### config.mk
export PLATFORM = sky130hd
export DESIGN_NAME = wildcard_byte_pattern_scan_flat
export DESIGN_NICKNAME = d
export VERILOG_FILES = /design/src/sv/wbps_pkg.sv /design/src/sv/wbps_if.sv /design/src/sv/wildcard_byte_pattern_scan.sv /design/src/flat_wrapper.sv
export SDC_FILE = /design/constraint.sdc
export NUM_CORES = 2
export LEC_CHECK = 0
export ABC_AREA = 0
export BUFFER_PORTS_ARGS = -buffer_cell sky130_fd_sc_hd__buf_2
export CORE_MARGIN = 3
export CORE_UTILIZATION = 35
export CTS_BUF_LIST = sky130_fd_sc_hd__clkbuf_8
export CTS_CLUSTER_DIAMETER = 50
export DETAILED_ROUTE_END_ITERATION = 8
export SLEW_MARGIN = 25
export SYNTH_ARGS = -nofsm -noshare
export SYNTH_HDL_FRONTEND = slang
export SYNTH_SLANG_ARGS = --single-unit
### constraint.sdc
create_clock -name i_clk -period 15.5 [get_ports i_clk]
set_input_delay 2.325 -clock i_clk [delete_from_list [all_inputs] [get_ports i_clk]]
set_output_delay 2.325 -clock i_clk [all_outputs]
set_load 0.02 [all_outputs]
### src/sv/wbps_pkg.sv
// Shared constants and types for the wildcard byte pattern scanner.
// No dependencies; compiled first.
package wbps_pkg;

    // Signature depth and derived widths.
    localparam int MAX_PAT_BYTES = 16;
    localparam int WIN_IDX_W     = $clog2(MAX_PAT_BYTES);
    localparam int PAT_BITS      = 8 * MAX_PAT_BYTES;

    // Fixed field widths.
    localparam int BYTE_W  = 8;
    localparam int ADDR_W  = 64;
    localparam int LEN_W   = 5;
    localparam int MASK_W  = 16;
    localparam int CFG_W   = 64;
    localparam int CIDX_W  = 3;

    // Register indexes on the configuration channel.
    typedef enum logic [CIDX_W-1:0] {
        CFG_PAT_LO    = 3'd0,
        CFG_PAT_HI    = 3'd1,
        CFG_WC_MASK   = 3'd2,
        CFG_PAT_LEN   = 3'd3,
        CFG_BASE_ADDR = 3'd4
    } t_cfg_idx;

    typedef logic [BYTE_W-1:0] t_byte;

endpackage

### src/sv/wbps_if.sv
// Valid/ready channel interfaces for the scanner: byte input, result output, config writes.
// Depends on wbps_pkg.
interface wbps_in_if
    import wbps_pkg::*;
();
    logic  valid;
    logic  ready;
    t_byte data_byte;
    logic  region_last;

    modport source (output valid, output data_byte, output region_last, input ready);
    modport sink   (input valid, input data_byte, input region_last, output ready);
endinterface

interface wbps_out_if
    import wbps_pkg::*;
();
    logic              valid;
    logic              ready;
    logic              match_here;
    logic [ADDR_W-1:0] match_address;
    logic              first_match_res;
    logic              not_found;

    modport source (output valid, output match_here, output match_address,
                    output first_match_res, output not_found, input ready);
    modport sink   (input valid, input match_here, input match_address,
                    input first_match_res, input not_found, output ready);
endinterface

interface wbps_cfg_if
    import wbps_pkg::*;
();
    logic              valid;
    logic              ready;
    logic [CIDX_W-1:0] index;
    logic [CFG_W-1:0]  data;

    modport source (output valid, output index, output data, input ready);
    modport sink   (input valid, input index, input data, output ready);
endinterface

### src/sv/wildcard_byte_pattern_scan.sv
// Wildcard byte signature scanner, top level: registers, sliding window, result register.
// Depends on wbps_pkg and the channel interfaces in wbps_if.sv.
// The result is valid in the cycle after the input transfer. Throughput: one byte per cycle,
// set by the single result register; a new byte is taken whenever that register is empty
// or being drained. Reset (synchronous, active low) clears registers, window, byte count
// and found flag; no clearing pass.
module wildcard_byte_pattern_scan
    import wbps_pkg::*;
(
    input  logic        i_clk,
    input  logic        i_rst_n,
    wbps_cfg_if.sink    i_cfg,
    wbps_in_if.sink     i_in,
    wbps_out_if.source  o_out
);

    // ---------------------------------------------------------------
    // Configuration registers. Writes are always accepted (ready is tied high).
    // ---------------------------------------------------------------
    logic [63:0]       r_pat_lo;
    logic [63:0]       r_pat_hi;
    logic [MASK_W-1:0] r_wc_mask;
    logic [LEN_W-1:0]  r_pat_len;
    logic [ADDR_W-1:0] r_base;

    assign i_cfg.ready = 1'b1;

    always_ff @(posedge i_clk) begin
        if (!i_rst_n) begin
            r_pat_lo  <= '0;
            r_pat_hi  <= '0;
            r_wc_mask <= '0;
            r_pat_len <= '0;
            r_base    <= '0;
        end else if (i_cfg.valid) begin
            unique case (t_cfg_idx'(i_cfg.index))
                CFG_PAT_LO:    r_pat_lo  <= i_cfg.data;
                CFG_PAT_HI:    r_pat_hi  <= i_cfg.data;
                CFG_WC_MASK:   r_wc_mask <= i_cfg.data[MASK_W-1:0];
                CFG_PAT_LEN:   r_pat_len <= i_cfg.data[LEN_W-1:0];
                CFG_BASE_ADDR: r_base    <= i_cfg.data;
                default: ; // unknown index: dropped
            endcase
        end
    end

    // ---------------------------------------------------------------
    // Handshake: the result register empties or drains this cycle.
    // ---------------------------------------------------------------
    logic r_out_valid;
    logic in_fire;

    assign i_in.ready = !r_out_valid || o_out.ready;
    assign in_fire    = i_in.valid && i_in.ready;

    // ---------------------------------------------------------------
    // Scan state
    // ---------------------------------------------------------------
    t_byte             r_window [MAX_PAT_BYTES];   // entry 0 newest
    logic [ADDR_W-1:0] r_bytes_seen;               // region bytes before this one
    logic              r_found;

    // Window including the incoming byte.
    t_byte win_new [MAX_PAT_BYTES];

    always_comb begin
        win_new[0] = i_in.data_byte;
        for (int k = 1; k < MAX_PAT_BYTES; k++) begin
            win_new[k] = r_window[k-1];
        end
    end

    // Clamp length to the window depth.
    logic [LEN_W-1:0] len_c;
    assign len_c = (r_pat_len > LEN_W'(MAX_PAT_BYTES)) ? LEN_W'(MAX_PAT_BYTES) : r_pat_len;

    // Window ending here is full once bytes_seen >= len - 1.
    logic [WIN_IDX_W-1:0] len_m1;
    logic                 win_full;
    assign len_m1   = WIN_IDX_W'(len_c - LEN_W'(1));
    assign win_full = (len_c != '0) &&
                      ((|r_bytes_seen[ADDR_W-1:WIN_IDX_W]) ||
                       (r_bytes_seen[WIN_IDX_W-1:0] >= len_m1));

    // Per-position compare: signature byte k lines up with window entry len-1-k.
    logic [PAT_BITS-1:0] pat_all;
    logic                mismatch;
    logic                match_c;

    assign pat_all = PAT_BITS'({r_pat_hi, r_pat_lo});

    always_comb begin
        logic [LEN_W-1:0] j;
        mismatch = 1'b0;
        for (int k = 0; k < MAX_PAT_BYTES; k++) begin
            j = len_c - LEN_W'(1) - LEN_W'(k);
            if ((LEN_W'(k) < len_c) && !r_wc_mask[k] &&
                (win_new[j[WIN_IDX_W-1:0]] != pat_all[k*8 +: 8])) begin
                mismatch = 1'b1;
            end
        end
    end

    assign match_c = win_full && !mismatch;

    // Match start: base + bytes_seen + 1 - len, modulo 2^64.
    logic [ADDR_W-1:0] addr_c;
    assign addr_c = r_base + r_bytes_seen + ADDR_W'(1) - ADDR_W'(len_c);

    // State update on each input transfer; region_last returns to reset values.
    always_ff @(posedge i_clk) begin
        if (!i_rst_n) begin
            r_bytes_seen <= '0;
            r_found      <= 1'b0;
            for (int k = 0; k < MAX_PAT_BYTES; k++) begin
                r_window[k] <= '0;
            end
        end else if (in_fire) begin
            if (i_in.region_last) begin
                r_bytes_seen <= '0;
                r_found      <= 1'b0;
                for (int k = 0; k < MAX_PAT_BYTES; k++) begin
                    r_window[k] <= '0;
                end
            end else begin
                r_bytes_seen <= r_bytes_seen + ADDR_W'(1);
                r_found      <= r_found || match_c;
                for (int k = 0; k < MAX_PAT_BYTES; k++) begin
                    r_window[k] <= win_new[k];
                end
            end
        end
    end

    // ---------------------------------------------------------------
    // Result register
    // ---------------------------------------------------------------
    logic              r_match;
    logic [ADDR_W-1:0] r_addr;
    logic              r_first;
    logic              r_nf;

    always_ff @(posedge i_clk) begin
        if (!i_rst_n) begin
            r_out_valid <= 1'b0;
        end else if (in_fire) begin
            r_out_valid <= 1'b1;
        end else if (o_out.ready) begin
            r_out_valid <= 1'b0;
        end
    end

    always_ff @(posedge i_clk) begin
        if (in_fire) begin
            r_match <= match_c;
            r_addr  <= match_c ? addr_c : '0;
            r_first <= match_c && !r_found;
            r_nf    <= i_in.region_last && !r_found && !match_c;
        end
    end

    assign o_out.valid           = r_out_valid;
    assign o_out.match_here      = r_match;
    assign o_out.match_address   = r_addr;
    assign o_out.first_match_res = r_first;
    assign o_out.not_found       = r_nf;

    // ---------------------------------------------------------------
    // Assertions
    // ---------------------------------------------------------------
    a_first_needs_match: assert property (@(posedge i_clk) disable iff (!i_rst_n)
        r_out_valid |-> (!r_first || r_match))
        else $error("first match flagged without a match");

    a_nf_excl_match: assert property (@(posedge i_clk) disable iff (!i_rst_n)
        r_out_valid |-> !(r_nf && r_match))
        else $error("not_found together with a match");

    a_last_clears: assert property (@(posedge i_clk) disable iff (!i_rst_n)
        (in_fire && i_in.region_last) |=> (r_bytes_seen == '0 && !r_found))
        else $error("scan state not cleared after region end");

    a_found_sticky: assert property (@(posedge i_clk) disable iff (!i_rst_n)
        (r_found && !(in_fire && i_in.region_last)) |=> r_found)
        else $error("found flag dropped inside a region");

    a_match_sets_found: assert property (@(posedge i_clk) disable iff (!i_rst_n)
        (in_fire && match_c && !i_in.region_last) |=> r_found)
        else $error("match did not set found flag");

endmodule
### src/flat_wrapper.sv
// flat-port wrapper written by rule: the top's interface ports become plain ports
module wildcard_byte_pattern_scan_flat import wbps_pkg::*;
  (i_clk, i_rst_n, i_cfg_valid, i_cfg_index, i_cfg_data, i_cfg_ready, i_in_valid, i_in_data_byte, i_in_region_last, i_in_ready, o_out_valid, o_out_match_here, o_out_match_address, o_out_first_match_res, o_out_not_found, o_out_ready);
  wbps_cfg_if i_cfg_i ();
  wbps_in_if i_in_i ();
  wbps_out_if o_out_i ();
  input  logic i_clk;
  input  logic i_rst_n;
  input wire logic [$bits(i_cfg_i.valid)-1:0] i_cfg_valid;
  input wire logic [$bits(i_cfg_i.index)-1:0] i_cfg_index;
  input wire logic [$bits(i_cfg_i.data)-1:0] i_cfg_data;
  output wire logic [$bits(i_cfg_i.ready)-1:0] i_cfg_ready;
  input wire logic [$bits(i_in_i.valid)-1:0] i_in_valid;
  input wire logic [$bits(i_in_i.data_byte)-1:0] i_in_data_byte;
  input wire logic [$bits(i_in_i.region_last)-1:0] i_in_region_last;
  output wire logic [$bits(i_in_i.ready)-1:0] i_in_ready;
  output wire logic [$bits(o_out_i.valid)-1:0] o_out_valid;
  output wire logic [$bits(o_out_i.match_here)-1:0] o_out_match_here;
  output wire logic [$bits(o_out_i.match_address)-1:0] o_out_match_address;
  output wire logic [$bits(o_out_i.first_match_res)-1:0] o_out_first_match_res;
  output wire logic [$bits(o_out_i.not_found)-1:0] o_out_not_found;
  input wire logic [$bits(o_out_i.ready)-1:0] o_out_ready;
  assign i_cfg_i.valid = i_cfg_valid;
  assign i_cfg_i.index = i_cfg_index;
  assign i_cfg_i.data = i_cfg_data;
  assign i_cfg_ready = i_cfg_i.ready;
  assign i_in_i.valid = i_in_valid;
  assign i_in_i.data_byte = i_in_data_byte;
  assign i_in_i.region_last = i_in_region_last;
  assign i_in_ready = i_in_i.ready;
  assign o_out_valid = o_out_i.valid;
  assign o_out_match_here = o_out_i.match_here;
  assign o_out_match_address = o_out_i.match_address;
  assign o_out_first_match_res = o_out_i.first_match_res;
  assign o_out_not_found = o_out_i.not_found;
  assign o_out_i.ready = o_out_ready;
  wildcard_byte_pattern_scan u_core (.i_clk(i_clk), .i_rst_n(i_rst_n), .i_cfg(i_cfg_i), .i_in(i_in_i), .o_out(o_out_i));
endmodule
* Yosys cells after proc, flatten, opt, wreduce, memory -nomap -nowiden
Memory sizes are Yosys's and may differ from the RTL's.
Cells that the tools add are included.
** Cells by class
- Mux-type cells :: 110
- Bitwise operators :: 48
- $add $sub $neg :: 20
- Equal/unequal tests :: 20
- Reduce and logical (&&, ||, !) cells :: 70
- $lt $le $gt $ge :: 34
** Operators by type and width (number)
- $bmux W8 S4 :: 16
- $mux W8 :: 64
- $add A64 B1 Y64 const B :: 2
- $ne A8 B8 Y1 :: 16
- $ge A5 B5 Y1 const B :: 16
- $not A4 Y5 :: 16
- $add A64 B64 Y64 :: 1
- $mux W64 :: 1
- $sub A64 B5 Y64 :: 1
- $reduce_or A60 Y1 :: 1
- $lt A4 B5 Y1 const A :: 8
- $logic_and A1 B1 Y1 :: 38
- $or A1 B1 Y1 :: 32
- $sub A4 B4 Y4 const B :: 8
- $mux W1 :: 28
- $logic_not A1 Y1 :: 20
- $lt A3 B5 Y1 const A :: 4
- $sub A4 B3 Y4 const B :: 4
- $lt A1 B5 Y1 const A :: 2
- $lt A2 B5 Y1 const A :: 2
- $reduce_and A2 Y1 :: 5
- $sub A4 B1 Y4 const B :: 2
- $sub A4 B2 Y4 const B :: 2
- $eq A3 B2 Y1 const B :: 2
- other kinds (9) :: 11
** Storage, ports and cells
- Output and inout bits :: 70
- Memories kept :: 1
- Input port bits :: 81
- Word-level logic and storage cells :: 315
- Register bits after elaboration :: 346
- RAM bits :: 128
** Memory list
- u_core.r_window :: depth 16, bits a word 8, rd ports 15, clocked after Yosys merged registers in 0, wr ports 16, line wildcard_byte_pattern_scan.sv:59 : t_byte r_window [MAX_PAT_BYTES];

* Logic depth before layout (Yosys ltp)
- Word-level depth :: 29
- Depth in mapped cells :: 26
- Depth with buffers taken out :: 18

* Worst setup path after synthesis
No wires, ideal clock.
- Path type :: in2reg
- Start :: input o_out_ready
- End :: memory u_core.r_window[0][10] in the netlist's numbering (data pin)
- Cell stages on the path :: 10
- Path slack :: 9.339 ns
- Data required time :: 15.245 ns
- Library setup time :: 0.255 ns
- Path buffers :: 3
- Arrival time :: 5.906 ns
- Path through :: nand2b_1 > nand2_1 > inv_1 > clkbuf_1 > nand2_1 > nand2_1 > nor2_1 > clkbuf_1 > clkbuf_1 > and2_1
** RTL lines
- from (decl) :: line flat_wrapper.sv:22 : input wire logic [$bits(o_out_i.ready)-1:0] o_out_ready;
- to (decl) :: line wildcard_byte_pattern_scan.sv:59

* Worst setup path in the final report
- Start :: register u_core.r_pat_len[0]
- End :: register u_core.r_addr[60], in the netlist u_core.o_out.match_address[60] (data pin)
** Between the ends
- Cells in the longest elaborated chain, start to end :: 27
- Elaborated cells between the ends (all ways) :: 169
- Classes of those cells :: 17 x add/sub; 18 x order compare; 16 x eq/ne; 65 x mux; 16 x bitwise; 37 x reduce/logical
** Ends and longest elaborated chain
- from (decl) :: line wildcard_byte_pattern_scan.sv:23 : logic [LEN_W-1:0] r_pat_len;
- from (signal assigned) :: line wildcard_byte_pattern_scan.sv:40 : CFG_PAT_LEN: r_pat_len <= i_cfg.data[LEN_W-1:0];
- $gt A5 B5 Y1 :: line wildcard_byte_pattern_scan.sv:75 : assign len_c = (r_pat_len > LEN_W'(MAX_PAT_BYTES)) ? LEN_W'(MAX_PAT_BYTES) : r_pat_len;
- $mux W5 (*) :: line wildcard_byte_pattern_scan.sv:75
- $sub A4 B1 Y4 :: line wildcard_byte_pattern_scan.sv:80, wildcard_byte_pattern_scan.sv:96
- $sub A4 B1 Y4 / $not A4 Y5 (equally long branches) :: line wildcard_byte_pattern_scan.sv:96, wildcard_byte_pattern_scan.sv:98
- $not A4 Y5 (not written as such) / $bmux W8 S4 (equally long branches) :: line wildcard_byte_pattern_scan.sv:98 : (win_new[j[WIN_IDX_W-1:0]] != pat_all[k*8 +: 8])) begin
- $bmux W8 S4 / $mux W8 (equally long branches) :: line wildcard_byte_pattern_scan.sv:98
- $mux W8 (not written as such) :: line wildcard_byte_pattern_scan.sv:98
- $mux W8 (not written as such) / $ne A8 B8 Y1 (equally long branches) :: line wildcard_byte_pattern_scan.sv:98
- $ne A8 B8 Y1 / $logic_and A1 B1 Y1 (equally long branches) :: line wildcard_byte_pattern_scan.sv:98, wildcard_byte_pattern_scan.sv:97
- $logic_and A1 B1 Y1 / $mux W1 (equally long branches) :: line wildcard_byte_pattern_scan.sv:97 : if ((LEN_W'(k) < len_c) && !r_wc_mask[k] &&
- $mux W1 (15 in series) :: line wildcard_byte_pattern_scan.sv:97
- $logic_not A1 Y1 :: line wildcard_byte_pattern_scan.sv:104 : assign match_c = win_full && !mismatch;
- $logic_and A1 B1 Y1 :: line wildcard_byte_pattern_scan.sv:104
- to (signal assigned) :: line wildcard_byte_pattern_scan.sv:156 : r_addr <= match_c ? addr_c : '0;
- to (decl) :: line wildcard_byte_pattern_scan.sv:139 : logic [ADDR_W-1:0] r_addr;
Every way passes the cells marked *; elsewhere a longest branch is shown, timed or not. The select of a mux whose other input is x is not followed.
A chain may end at the register's enable or synchronous reset.

==> results.json <==
{
  "hpwl_um": 78600,
  "slew_headroom_pct": 32.1,
  "layout_common_cells": "nand2_1, inv_1, dfxtp_1, a21boi_0, mux2i_1",
  "row_count": 110,
  "drv_cap": 0,
  "synth_warnings": 0,
  "cp_data_required_time_ns": 16.02,
  "hold_depth": 2,
  "drc_errors": 0,
  "synthFlopType": "dfxtp_1",
  "tns_ns": 0,
  "syn_area_per_cell_um2": 9.34,
  "cts_hold_buf": 0,
  "peakVddDrop_mv": 0.0514,
  "pwr-share-seq_pct": 42.9,
  "grt_overflow": 0,
  "initial_core_util_pct": 35.4,
  "critPathArrivalTime_ns": 8.10,
  "syn_nets": 3652,
  "ant_nets": 0,
  "fill_cells": 9134,
  "antenna_found_initial": 5,
  "drive_gt1_share_pct": 14.5,
  "period_share_pct": 48.9,
  "min_period_ns": 7.57,
  "r2r_cells": 18,
  "pwr_density_cell_mw_per_mm2": 89.8,
  "clock_skew_ns": 0.0674,
  "area_growth_pct": 10.6,
  "fin_nets": 3713,
  "coreArea_mm2": 0.0904,
  "drt_iter0_markers": 2577,
  "yosysUniqueCellTypes": 81,
  "multi_input_area_mm2": 0.0191,
  "cts_tree": "yes",
  "synthArstFlopShare_pct": 0,
  "clockPowerShare_pct": 35.9,
  "wl_per_cell_um": 22.0,
  "cts.repair.resized": 0,
  "clkTransAtPathRegs_ns": 0.07,
  "total_leakage_power_nw": 13.6,
  "io_pins": 151,
  "tightest_slew_ns": 1.02,
  "synth_edf_count": 179,
  "ys_seq_area_share_pct": 34.7,
  "dieArea_mm2": 0.0952,
  "holdPathEnd": "u_core.r_base[5]",
  "clock-sinks": 466,
  "rsz0062_at_grt": "false",
  "worst-setup-path-type": "flip-flop to flip-flop",
  "finalWeightedCongestion": 0.991,
  "maxSlewViolCount": 0,
  "ff2ff_setup_slack_ns": 7.93,
  "clk_latency_ns": 0.71,
  "switching_share_pct": 31.4,
  "critPathLaunchType": "flip-flop",
  "vias": 26100,
  "rr_startpoint": "u_core.r_pat_len[0]",
  "grt_pass1_wl_um": 157000,
  "cts_setup_buffers": 0,
  "ys_seq_elements": 466,
  "report.final.setup_viol": 0,
  "syn-cell-area_mm2": 0.0320,
  "cts_buffers": 83,
  "cts-htree-levels": 3,
  "vias_per_cell": 5.51,
  "worstSetupEndpointType": "flip-flop",
  "dieWidth_um": 308,
  "final_core_util_pct": 39.2,
  "mostFrequentLayoutCell": "nand2_1",
  "drt-total-wl_um": 104000,
  "grt_max_degree": 114,
  "min-delay-start": "u_core.r_base[5]",
  "cts_root_buf": "clkbuf_8",
  "first_global_vias": 24800,
  "regArea_mm2": 0.0111,
  "numPortBuffers": 149,
  "hp-class": "flip-flop to flip-flop",
  "max_freq_mhz": 132,
  "dr.pass1.iters": 6,
  "synthCells": 3427,
  "outcome": "completed",
  "switchingPower_mw": 0.998,
  "grt_use_total_pct": 21.6,
  "die_h_um": 308,
  "internal_power_mw": 2.18,
  "pwr-share-comb_pct": 21.2,
  "clock_path_buffers": 3,
  "hold_viol_final": 0,
  "path_max_fanout": 41,
  "r2r_end": "u_core.o_out.match_address[60]"
}
==> power groups by stage <==
stage / registers (mW) / clock network [mW] / logic (mW)
CTS: 1.36 / 1.17 / 0.666
global route: 1.37 / 1.23 / 0.725
finish: 1.36 / 1.14 / 0.673
global placement: 1.39 / 0 / 0.662
floorplan: 1.38 / 0 / 0.468
detailed placement: 1.39 / 0 / 0.663
==> worst max-delay path, stage by stage (launching register included) <==
cell,delay (ns)
dfxtp_4,0.72
nor2b_4,0.26
buf_4,0.48
clkinv_2,0.54
buf_4,0.41
ha_1,0.29
xnor2_4,0.60
ha_1,0.64
buf_4,0.41
nor2_1,0.14
a22oi_1,0.23
o221ai_1,0.27
mux2i_1,0.27
xnor2_1,0.15
nand4_1,0.11
o31ai_1,0.33
o2111ai_1,0.42
nor3_4,0.76
nor4bb_1,0.31
==> flip-flops by register name, indices dropped and copies added (netlist names) <==
signal,cells
u_core.r_wc_mask,16
u_core.o_out.first_match_res,1
u_core.r_pat_hi,64
u_core.o_out.valid,1
u_core.o_out.match_here,1
u_core.r_bytes_seen,64
u_core.r_pat_len,5
u_core.o_out.not_found,1
u_core.r_window,120
u_core.o_out.match_address,64
u_core.r_found,1
u_core.r_base,64
u_core.r_pat_lo,64
==> metrics by stage <==
step	total power [mW]	instances	instance area [um^2]	setup slack, ns	hold WS [ns]
5_1_grt	3.32	4733	35400	7.44	0.482
6_report	3.18	4735	35400	7.93	0.463
3_5_place_dp	2.05	4578	33700	8.00	0.457
3_3_place_gp	2.05	4578	33700	7.72	0.450
4_1_cts	3.20	4731	35400	7.99	0.466
2_1_floorplan	1.84	3427	32000	9.34	0.438
==> logic make-up (layout without fill, tap and decap cells) <==
group	count (synthesis)	count (layout)	share of synthesized area, %
compound gates	613	613	13.4
xor+xnor	248	248	6.89
fa+ha+maj	144	144	5.74
buf+inv	487	616	5.98
flops	466	466	34.7
mux	357	357	16.8
other cells	1	4	0.0117
simple gates	1111	1111	16.4
==> worst max path at each step <==
| stage | start | end | slack, ns | cells past startpoint |
|---|---|---|---|---|
| finish | u_core.r_pat_len[0] | u_core.o_out.match_address[60] | 7.93 | 18 |
| global route | u_core.r_pat_len[0] | u_core.o_out.match_address[60] | 7.44 | 18 |
| CTS | u_core.r_pat_len[0] | u_core.o_out.match_address[63] | 7.99 | 18 |
| detailed placement | u_core.r_pat_len[0] | u_core.o_out.match_address[60] | 8.00 | 18 |
| floorplan | o_out_ready | u_core.r_window[0][10] | 9.34 | 10 |
| global placement | u_core.r_pat_len[0] | u_core.o_out.match_address[63] | 7.72 | 17 |
==> metal layers <==
| layer | GRT usage, % | routed length (um) | vias up |
|---|---|---|---|
| met5 | 0 | 21 | - |
| met2 | 34.2 | 46600 | 1121 |
| met3 | 4.53 | 9010 | 250 |
| met1 | 28.3 | 43500 | 12500 |
| li1 | - | - | 12200 |
| met4 | 10.2 | 5200 | 4 |
==> cell usage after synthesis (9+ instances only) <==
master | instances | share of area [%]
nand3b_1 | 14 | 0.33
nor2b_1 | 22 | 0.43
inv_1 | 273 | 3.2
a22oi_1 | 17 | 0.40
nand4_1 | 45 | 0.88
xnor2_1 | 188 | 5.1
and2_1 | 130 | 2.5
nor3_2 | 11 | 0.34
nor4_1 | 30 | 0.59
o22ai_1 | 33 | 0.64
a211o_1 | 9 | 0.25
ha_1 | 139 | 5.4
a2bb2oi_1 | 12 | 0.33
nor2_1 | 123 | 1.4
nand2b_1 | 16 | 0.31
dfxtp_1 | 287 | 18
o31ai_1 | 10 | 0.23
or3_1 | 9 | 0.18
mux2_2 | 17 | 0.60
o21bai_1 | 10 | 0.23
nand2_1 | 549 | 6.4
a21oi_1 | 100 | 1.6
and3_1 | 13 | 0.25
buf_1 | 15 | 0.18
buf_2 | 37 | 0.58
edfxtp_1 | 179 | 17
a21boi_0 | 220 | 5.2
o221ai_1 | 10 | 0.27
a211oi_1 | 14 | 0.33
mux2i_1 | 198 | 6.2
nand3_1 | 43 | 0.67
xor2_1 | 57 | 1.6
clkbuf_1 | 148 | 1.7
nor3_1 | 69 | 1.1
mux4_2 | 141 | 9.9
o21ai_0 | 53 | 0.83
a21o_1 | 42 | 0.98
==> cell type report <==
class	count	share of cell area, %
diodes	3	0.0212
multi-input cells	2474	53.9
clock inverters	58	0.978
clock buffers	95	3.69
repair buffers	184	2.89
inverters	279	2.96
well taps	1176	4.15
flip-flops and latches	466	31.4
Power figures use the tool's default switching activity.
